### config.mk
export PLATFORM = sky130hd
export DESIGN_NAME = adclz_ctrl
export DESIGN_NICKNAME = d
export VERILOG_FILES = /design/src/adclz_pkg.sv /design/src/adclz_ctrl.sv
export SDC_FILE = /design/constraint.sdc
export NUM_CORES = 1
export LEC_CHECK = 0
export ABC_AREA = 1
export BUFFER_PORTS_ARGS = -buffer_cell sky130_fd_sc_hd__buf_2
export CAP_MARGIN = 0
export CORE_AREA = 4 4 41 43
export CTS_BUF_LIST = sky130_fd_sc_hd__clkbuf_4
export CTS_CLUSTER_DIAMETER = 30
export DETAILED_ROUTE_END_ITERATION = 10
export DIE_AREA = 0 0 45 47
export PLACE_DENSITY = 0.48
export SYNTH_ARGS = -nofsm -noshare
export SYNTH_HDL_FRONTEND = slang
export SYNTH_SLANG_ARGS = --single-unit
### constraint.sdc
create_clock -name clock -period 1.23 [get_ports clock]
set_clock_uncertainty 0.15 [all_clocks]
set_input_delay 0 -clock clock [delete_from_list [all_inputs] [get_ports clock]]
set_output_delay 0 -clock clock [all_outputs]
set_load 0.02 [all_outputs]
### src/adclz_pkg.sv
// Shared types and constants for the ADC LZ decompressor.
// Used by the controller, the datapath and the top level; no dependencies.
package adclz_pkg;

   localparam int HIST_DEPTH = 65536;
   localparam int HIST_AW    = 16;

   localparam logic [6:0] MAX_COPY_LEN = 7'd67;

   localparam logic [1:0] STAT_OK    = 2'd0;
   localparam logic [1:0] STAT_DIST  = 2'd1;
   localparam logic [1:0] STAT_TRUNC = 2'd2;

   typedef enum logic [1:0] {
      PH_CMD,
      PH_LIT,
      PH_DHI,
      PH_DLO
   } phase_type;

   typedef enum logic [2:0] {
      S_IDLE,
      S_EVAL,
      S_READ,
      S_WRITE,
      S_FLUSH,
      S_FINAL
   } ctrl_state_type;

   typedef struct packed {
      logic [7:0] in_byte;
      logic       chunk_end;
   } req_type;

   typedef struct packed {
      logic [7:0] out_b0;
      logic [7:0] out_b1;
      logic [7:0] out_b2;
      logic [7:0] out_b3;
      logic [2:0] byte_count;
      logic       run_last;
      logic       chunk_done;
      logic [1:0] status;
   } rsp_type;

   // Controller to datapath.
   typedef struct packed {
      logic load;
      logic eval;
      logic rd;
      logic wr;
      logic emit;
      logic last;
   } cmd_type;

   // Datapath to controller.
   typedef struct packed {
      logic eval_copy;
      logic eval_final;
      logic copy_last;
      logic pack_three;
      logic out_free;
   } stat_type;

endpackage

### src/adclz_ctrl.sv
// Sequencing state machine of the ADC LZ decompressor.
// Depends on adclz_pkg; drives the datapath through cmd_type and reads stat_type.
module adclz_ctrl (
   input  logic                clock,
   input  logic                reset,
   input  logic                req_valid,
   output logic                req_ready,
   input  adclz_pkg::stat_type status,
   output adclz_pkg::cmd_type  cmd
);
   import adclz_pkg::*;

   ctrl_state_type state_ff, state_in;

   always_ff @(posedge clock) begin
      if (reset) begin
         state_ff <= S_IDLE;
      end else begin
         state_ff <= state_in;
      end
   end

   always_comb begin
      state_in  = state_ff;
      cmd       = '0;
      req_ready = 1'b0;
      case (state_ff)
         S_IDLE: begin
            req_ready = 1'b1;
            if (req_valid) begin
               cmd.load = 1'b1;
               state_in = S_EVAL;
            end
         end
         S_EVAL: begin
            cmd.eval = 1'b1;
            if (status.eval_copy) begin
               state_in = S_READ;
            end else if (status.eval_final) begin
               state_in = S_FINAL;
            end else begin
               state_in = S_IDLE;
            end
         end
         S_READ: begin
            cmd.rd   = 1'b1;
            state_in = S_WRITE;
         end
         S_WRITE: begin
            cmd.wr = 1'b1;
            if (status.copy_last) begin
               state_in = S_FINAL;
            end else if (status.pack_three) begin
               state_in = S_FLUSH;
            end else begin
               state_in = S_READ;
            end
         end
         S_FLUSH: begin
            if (status.out_free) begin
               cmd.emit = 1'b1;
               state_in = S_READ;
            end
         end
         S_FINAL: begin
            if (status.out_free) begin
               cmd.emit = 1'b1;
               cmd.last = 1'b1;
               state_in = S_IDLE;
            end
         end
         default: begin
            state_in = S_IDLE;
         end
      endcase
   end

endmodule

# Yosys cells after proc, flatten, opt, wreduce, memory -nomap -nowiden

Index checks and enable logic that the tools add are counted.

Word-level logic and storage cells: 29
Register bits after elaboration: 3
Output and inout port bits: 7
Input port bits: 8

Eq/ne operators: 8
Reductions and logical operators: 2
Muxes and demuxes: 18

Operators with widths:

| operator                                       | number |
|---|---|
| 2-to-1 mux 3 bit                               | 7 |
| one-hot mux 3 bit (6 select lines)             | 1 |
| 2-to-1 mux 1 bit                               | 8 |
| == test 3 x 2 -> 1 bit (second input constant) | 2 |
| == test 3 bit (second input constant)          | 2 |
| inequality test 2 bit (second input constant)  | 3 |
| == test 3 x 1 -> 1 bit (second input constant) | 1 |
| logical NOT 3 bit                              | 1 |
| AND reduction 3 bit                            | 1 |
| 2-to-1 mux 2 bit                               | 1 |
| one-hot mux 1 bit (2 select lines)             | 1 |

# Longest topological paths before layout

Gate-level depths: netlist of the first run.

Depth in word-level cells: 3
Depth in mapped cells: 7
Depth with buffers taken out: 6

# Worst setup path before layout of the first run

OpenSTA, ideal clock, no wires.

Path type: register to register
Start point: register state_ff[2]
End point: register state_ff[1]
Setup slack: -0.027 ns
Stages on the path, launching flop included: 7
Data arrival time: 1.044 ns
Required time: 1.016 ns
Setup time: 0.064 ns
Path buffers: 1
Clock period less this slack: 1.257 ns
Cells stage by stage: dfxtp_1 buf_4 nor3_2 nand2_1 nand3_1 nand2_1 nor2_1

Cells in the longest elaborated chain, start to end: 3
Elaborated cells on any way between the ends: 11
Those cells by class: eq/ne (8); mux (1); reduce/logical (2)

Ends and longest elaborated chain:

| element                                            | RTL line         | text |
|---|---|---|
| from (decl)                                        | adclz_ctrl.sv:13 | `ctrl_state_type state_ff, state_in;` |
| from (signal assigned)                             | adclz_ctrl.sv:19 | `state_ff <= state_in;` |
| == test 3 bit or logical NOT 3 bit (tied branches) | adclz_ctrl.sv:27 | `case (state_ff)` |
| inequality test 2 bit (no source line)             | --               |  |
| AND reduction 3 bit (no source line)               | --               |  |

Several ways; a longest one is shown, not always the timed one.
A chain may end at the register's enable or synchronous reset.

==> summary by stage, run 1 <==
Floorplanning
The die footprint is roughly 2100 µm². The die is approximately 45 µm wide. The starting utilization of the core area is a little under a fifth. The floorplan step set the die height to 47 µm. In this run the core area contains 13 standard-cell rows.

The core region area is 1300 µm². Pin placement for this block handled 15 I/O pins.

Critical path
The category of cells accounting for the largest share of critical-path delay is flip-flops. Traced cell by cell, the critical path runs through buf_6, nand2_2, a21oi_2, buf_4. The critical register-to-register path startpoint is state_ff[0].

For the worst flop-to-flop path, the logic depth is 7. The total buffers and inverters traversed by the critical path is 2. The worst setup path startpoint is state_ff[2]. Data arrives at the worst endpoint at 1.10 ns. For this run, the slowest stage of the critical path takes about 0.4 ns.

The slowest stage of the critical path is the dfxtp_4 cell. The worst setup path is captured at a primary output. The worst setup path is launched from a register. The register-to-register path setup slack is 0.03 ns. The type of the setup path with the least slack is register to primary output.

In this run the critical register-to-register path is captured at state_ff[1]. In this run the worst setup path terminates at cmd[1]. The number of gates on the worst path with buffers counted is 4.

The data required time at the worst endpoint is between 1 and 1.5 ns. The highest fanout seen on the critical path is 6.

Finish
The register with the most flip-flops in the layout has 3 of them. The total non-filler cell area in the finished layout is ~550 µm². The number of antenna cells inserted is 0. The final core utilization is 42.4%.

After filler insertion, the fill cell instance count of the layout stands at 145. Compared with the post-synthesis result, the final layout area differs by 127%. The fraction of final layout cells with drive strength greater than 1 is 63.0%. In the final layout, the registers with the most flip-flops are state_ff (3). The most flop-heavy register is state_ff. The non-filler instance count after layout is 88.

After the last flow step, the layout net total stands at 82.

Flow run
Across the run, the number of max-cap violations was 0.

Clock tree
Counting every sink on the clock net gives 3. The number of CTS-inserted buffers is 3. The clock tree from TritonCTS is built. The clock latency of the later-clocked register in the worst-skew pair is 0.23 ns. The clock-pin slew reported for the worst setup and hold paths after clock tree synthesis is 0.04 ns.

The clock tree root buffer cell is clkbuf_4. The CTS H-tree depth is 1. In this run the deepest clock path goes through 2 buffers.

Global route
The number of antenna violations at the first check in global routing was 0. The number of global-route vias before repair was around 380. The largest net degree at the start of global routing is 7.

The first global-routing pass estimated 1380 µm of wire. Summed over all layers, the global routing overflow is 0. Global routing consumed, over all layers together, 8.86% of the routing resources. For met1 alone, demand over resource in global routing was approximately a tenth.

The global routing met2 resource utilization is 15.5%. The most used routing layer in global routing is met2. Global routing used under 10% of the available met3 tracks.

Detailed routing
For this block, the initial DRC count from the detailed router was 6. The number of detailed-routing iterations run before antenna repair is 4. The ratio of routed vias to standard cells is 4.28. The total wire length is about 900 µm. The remaining design rule violation count is 0. The wire length per cell is 10.3 µm. For this block, the via count after detailed routing is 377.

The count of nets left with antenna violations once routing finished came out at 0.

Hold path
The min-delay analysis places its worst path in the category primary input to register.

Synth
The portion of synthesized cell area occupied by the leading cell type is between 20% and 30%. dfxtp_1 takes more of the synthesized area than any other cell. Among all flip-flop cells after synthesis, the most frequent one is dfxtp_1. In this run the cell area of the synthesized design comes to 243 µm². The post-synth net total is 53. The commonest cells after synthesis are 13 x nor2_1, 9 x nand2_1, 5 x nand3_1, 4 x inv_1. The cell count after synthesis is 45.

The count of unique library cells instantiated by Yosys is 13. Yosys mapped a number of flops with a built-in enable equal to 0. The cell with the most instances after synthesis is nor2_1. For this run, asynchronously set or reset flops after synthesis account for 0%.

In this run, synthesis produced a sequential element count of 3. For this run, the number of Yosys warnings is 0. The synthesized area per cell is 5.39 µm². The share of the Yosys chip area taken by registers is 24.7%.

By area the synthesized netlist is led by dfxtp_1 25%, nor2_1 20%, nand2_1 14%.

Outcome
The checks that failed: negative setup slack. The run finished, with violations left.

Timing
In the post-route analysis, the smallest setup slack over all paths is -0.0224 ns. Setup violations remaining at the end of the flow were counted as 1. The number of hold-slack violations in the final timing report is 0. Static timing analysis puts the maximum clock frequency at 798 MHz. The portion of the clock cycle consumed by the worst path in the final layout is 102%. The minimum period implied by the final worst setup slack is 1.25 ns. At the pin with the least slew margin, the transition time is about 0.15 ns. The worst pin sits at a relative slew slack of between 80 and 90%.

Setup repair after global routing could not meet its margin everywhere. The number of pins exceeding their max-slew limit in the final report is 0.

Power
Overall power consumption after layout is estimated at slightly above 0.6 mW. The power per cell area is 1120 nW/µm². Of the total power, the share spent switching nets is between 30% and 40%.

The internal power of the cells totals 0.393 mW. The sequential share of power is about 22%. Of the total power, combinational logic draws 46.6%. The static leakage is 0.269 nW.

The peak supply drop is approximately 0.00049 V. In this run, the clock network consumes 31.1% of the power. Summed over all nets, the switching power comes to ~0.22 mW.

Placement
The routability congestion estimate from global placement is about 0.73. After detailed placement, the total cell area comes to 345 µm². The count of buffers from port buffering is 14. After detailed placement, the design holds a cell count of 75.

The half-perimeter wire length after placement is between 500 and 600 µm.
-- per-layer routing --
metal  vias to the layer above  part of all wire [%]
met5                         -                     0
met4                         0                     0
met3                         0                   6.5
met2                        10                    56
met1                       169                    37
li1                        198                     -
-- layout make-up --
cell class              count  area (µm²)  share of cell area (%)
clock buffers               4        30.0                    5.44
repair buffers             25         189                    34.2
inverters                   7        31.3                    5.67
flip-flops and latches      3        71.3                    12.9
multi-input cells          34         211                    38.3
well taps                  15        18.8                    3.40
-- tightest hold or removal path, stage by stage --
cell     delay [ns]
buf_2          0.10
nand3_1        0.07
nand3_1        0.08
nand2_1        0.07
a21oi_1        0.05
-- power groups by stage --
stage	registers (mW)	logic (mW)	clock network, mW
2_1_floorplan	0.120	0.121	0
3_3_place_gp	0.126	0.180	0
3_5_place_dp	0.126	0.179	0
4_1_cts	0.134	0.258	0.202
5_1_grt	0.139	0.317	0.211
6_report	0.137	0.288	0.192
-- what timing repair did --
| action | 4_1_cts | 5_1_grt |
|---|---|---|
| setup endpoints to repair | 7 | 8 |
| hold buffers | 3 | 0 |
| buffers inserted | 5 | 2 |
| gates cloned | 0 | 0 |
| gates resized for setup | 21 | 15 |
| endpoints found under the hold margin | 3 | 0 |
| pin swaps | 5 | 5 |
-- layout by cell type, fill, tap and decap left out, types with 4 or more instances in the layout --
cell type / synthesis / layout
buf_4: 1 / 12
nor2_1: 13 / 8
buf_2: 0 / 7
nand2_1: 9 / 5
nand2_2: 0 / 4
nor2_4: 0 / 4
nand3_1: 5 / 4
clkbuf_4: 0 / 4
-- through the flow --
| step | setup TNS [ns] | worst slack [ns] | hold slack [ns] |
|---|---|---|---|
| final | -0.0224 | -0.0224 | 0.0266 |
| after global routing | -0.325 | -0.0666 | 0.0690 |
| after CTS | -0.0453 | -0.0396 | 0.00528 |
| after detailed placement | 0 | 0.00237 | 0.0436 |
| after global placement | 0 | 0.00812 | 0.0451 |
| after floorplan | 0 | 0.0608 | -0.0809 |
-- worst min-delay path by stage --
| stage | slack, ns | to | depth (start not counted) | from |
|---|---|---|---|---|
| 6_report | 0.03 | state_ff[0] | 5 | status[2] |
| 4_1_cts | 0.005 | state_ff[2] | 5 | status[1] |
| 2_1_floorplan | -0.08 | state_ff[0] | 1 | reset |
| 5_1_grt | 0.07 | state_ff[0] | 5 | status[2] |
| 3_3_place_gp | 0.05 | state_ff[0] | 2 | reset |
| 3_5_place_dp | 0.04 | state_ff[0] | 2 | reset |
-- cell families after synthesis --
group	count (synthesis)	synth area share (%)
simple gates	30	53.1
buf+inv	8	13.9
compound gates	4	8.24
flops	3	24.7
(Power assumes the default switching activity.)
==> run 2: changes to the inputs <==
--- a/config.mk
+++ b/config.mk
@@ -14,6 +14,7 @@
 export DETAILED_ROUTE_END_ITERATION = 10
 export DIE_AREA = 0 0 45 47
 export PLACE_DENSITY = 0.48
+export REMOVE_ABC_BUFFERS = 1
 export SYNTH_ARGS = -nofsm -noshare
 export SYNTH_HDL_FRONTEND = slang
 export SYNTH_SLANG_ARGS = --single-unit
==> run 2 against run 1 <==
The run now ends clean. Via count decreased by 14%. Clock power about the same. Critical path type unchanged. Largest cell class unchanged. Critical path depth increased by 1. Sequential share of layout area increased by 2.7 points.
==> summary by stage, run 2 (synthesis gave the netlist of run 1 again) <==
Outcome
The flow ran to the end, and the final reports show no timing, DRC or antenna violations.

Global route
The wire length of the first global-routing pass came to 1090 µm (-21%). The total global routing overflow is 0 (unchanged). The aggregate global-route resource usage came to 7.10% (-1.8 points).

The number of global-route vias before repair is 293 (-22%). The largest net degree at the start of global routing is 9 (+2). The number of antenna violations at the first check in global routing is 0 (unchanged).

Finish
The synthesis-to-layout area growth is 88.1%. The number of antenna cells inserted is 0 (unchanged). The total non-filler cell area in the finished layout was 457 µm² (-17%). The filler cell count is 154 (+6.2%).

The fraction of final layout cells with drive strength greater than 1 is 53.7% (-9.3 points). The most flop-heavy register is state_ff. Leaving out fill and tap cells, the most frequent cell in the layout is buf_2. The sequential standard cell area is 71.3 µm² (unchanged).

The layout net count is 76 (-7.3%). The largest registers in the layout are state_ff (3). In the layout the commonest cells are 11 x buf_2, 9 x nor2_1, 6 x nand2_1, 5 x nand3_1, 5 x buf_4. The area taken by multi-input logic gates is 185 µm² (-12%).

The final core utilization was 35.1% (-7.3 points). The number of flip-flops under the largest register name is 3 (unchanged).

Floorplanning
The I/O pin count is 15 (unchanged). The core region area is 1300 µm² (unchanged). The starting utilization of the core area is 18.7% (unchanged).

The floorplan row count came to 13 (unchanged). The die height was 47 µm (unchanged). The die footprint is 2120 µm² (unchanged). The horizontal extent of the die is 45 µm (unchanged).

Clock tree
The CTS H-tree depth is 1 (unchanged). The clock-pin slew reported for the worst setup and hold paths after clock tree synthesis was 0.04 ns (about the same). The clock net sink count is 3 (unchanged).

The maximum buffer depth of the clock tree was 2 (unchanged). TritonCTS built the clock tree. The clock latency of the later-clocked register in the worst-skew pair came to 0.23 ns (about the same).

CTS placed an instance of clkbuf_4 at the clock tree root. The number of CTS-inserted buffers is 3 (unchanged).

Placement
The routability congestion estimate from global placement is 0.720 (-1.1%). The half-perimeter wire length after placement is 553 µm (-0.41%). The count of buffers from port buffering is 14 (unchanged).

The post-detailed-placement cell area is 332 µm² (-4.0%).

Hold path
The worst min-delay path category is primary input to register.

Timing
The number of pins exceeding their max-slew limit in the final report is 0 (unchanged). The actual transition at the worst max-transition pin came to 0.161 ns (+0.00820 ns). The worst relative slew slack is 89.2% (-0.57 points). The maximum achievable frequency is 813 MHz (+1.9%). The minimum period implied by the final worst setup slack is 1.23 ns (-0.0228 ns).

The setup-violating endpoint count in the final report is 0 (-1). The portion of the clock cycle consumed by the worst path in the final layout is 100% (-1.9 points). Setup repair after global routing could not meet its margin everywhere.

The number of hold-slack violations in the final timing report is 0 (unchanged).

Power
The share of power burned in combinational logic came to 40.0% (-6.6 points). The internal power is 0.347 mW (-12%). The sequential share of power is 24.6% (+2.3 points).

The static leakage is 0.233 nW (-14%). The power per cell area is 1180 nW/µm² (+5.7%). The clock share of power was 35.3% (+4.2 points). The net switching component of the power is 0.192 mW (-14%). The switching power share of the total came to 35.6% (-0.61 points). The peak supply drop was 0.000499 V (+1.8%).

Critical path
The signal arrival time at the worst endpoint is 1.08 ns (-0.02 ns). The data required time at the worst endpoint came to 1.08 ns (about the same). The worst setup path is captured at a primary output.

The total buffers and inverters traversed by the critical path is 2 (unchanged). The worst setup path is of the register to primary output kind. The highest fanout seen on the critical path is 5 (-1).

The maximum single-stage delay on the critical path came to 0.38 ns (-0.02 ns). The register-to-register path setup slack is 0.04 ns (about the same). The cell with the largest stage delay on the worst path is dfxtp_4. The category of cells accounting for the largest share of critical-path delay is flip-flops. STA classifies the critical path startpoint as a register.

The signal on the critical path passes through inv_4, nor2_4, nand2_2, a21oi_2, buf_4.

Detailed routing
The remaining antenna violation count after routing is 0 (unchanged). The ratio of routed vias to standard cells came to 3.98 (-7.2%). The total wire length came to 682 µm (-24%). The remaining design rule violation count is 0 (unchanged). The routed via count is 326 (-14%).

The number of detailed-routing iterations run before antenna repair came to 5 (+1). The wire length per cell is 8.32 µm (-19%). The count of routing violations after the opening detailed-route iteration is 2 (-4).

Flow run
The max-cap check violation count is 0 (unchanged).
run 2: cell types whose count changed in the layout (fill, tap and decap cells not counted), sizes merged:
| cell | previous run | this run |
|---|---|---|
| buf | 22 | 16 |
run 2: worst reg2reg max path, delay by kind of cell, from the launching register on:
family | cells | cell delay (ns)
AO/OA/AOI/OAI | 1 | 0.05
buffers and inverters | 1 | 0.14
flip-flops | 1 | 0.36
AND/OR/NAND/NOR | 5 | 0.38
run 2: area by class of cell:
class,instances,area share (%)
Clock buffer,4,6.58
Inverter,7,6.30
Multi-Input combinational cell,34,40.5
Sequential cell,3,15.6
Tap cell,15,4.11
Timing Repair Buffer,19,26.8
run 2: per-layer routing:
layer | vias up | global-route usage, % | routed length, µm
met2 | 9 | 10.7 | 303
met4 | 0 | 5.26 | 0
met5 | - | 0 | 0
met3 | 0 | 2.30 | 54
met1 | 132 | 8.37 | 323
li1 | 185 | - | -
run 2: repair_timing:
action,in CTS,in global routing
pin swaps,5,5
gates resized for setup,16,6
endpoints found under the setup margin,5,8
endpoints found under the hold margin,3,0
hold buffers,3,0
buffers inserted,2,0
run 2: final timing paths:
| check | from | cells after the start | to |
|---|---|---|---|
| hold reg to reg | state_ff[0] | 2 | state_ff[0] |
| hold / removal | req_valid | 5 | state_ff[1] |
| setup reg to reg | state_ff[1] | 7 | state_ff[0] |
| setup / recovery | state_ff[0] | 5 | cmd[1] |
run 2: metrics by stage:
stage	TNS, ns	hold WS [ns]	std cells	setup WS [ns]	power [mW]
floorplan	0	-0.0809	44	0.00109	0.233
global placement	0	0.0442	74	0.00252	0.297
detailed placement	0	0.0434	74	0.0142	0.296
CTS	-0.0416	0.0187	82	-0.0246	0.548
global route	-0.189	0.0199	82	-0.0719	0.587
finish	0	0.0154	82	0.000435	0.540
run 2: power groups by stage:
stage	Clock, mW	Sequential, mW	Combinational (mW)
floorplan	0	0.122	0.111
global placement	0	0.126	0.171
detailed placement	0	0.126	0.170
CTS	0.202	0.134	0.211
global route	0.215	0.135	0.237
finish	0.191	0.133	0.216
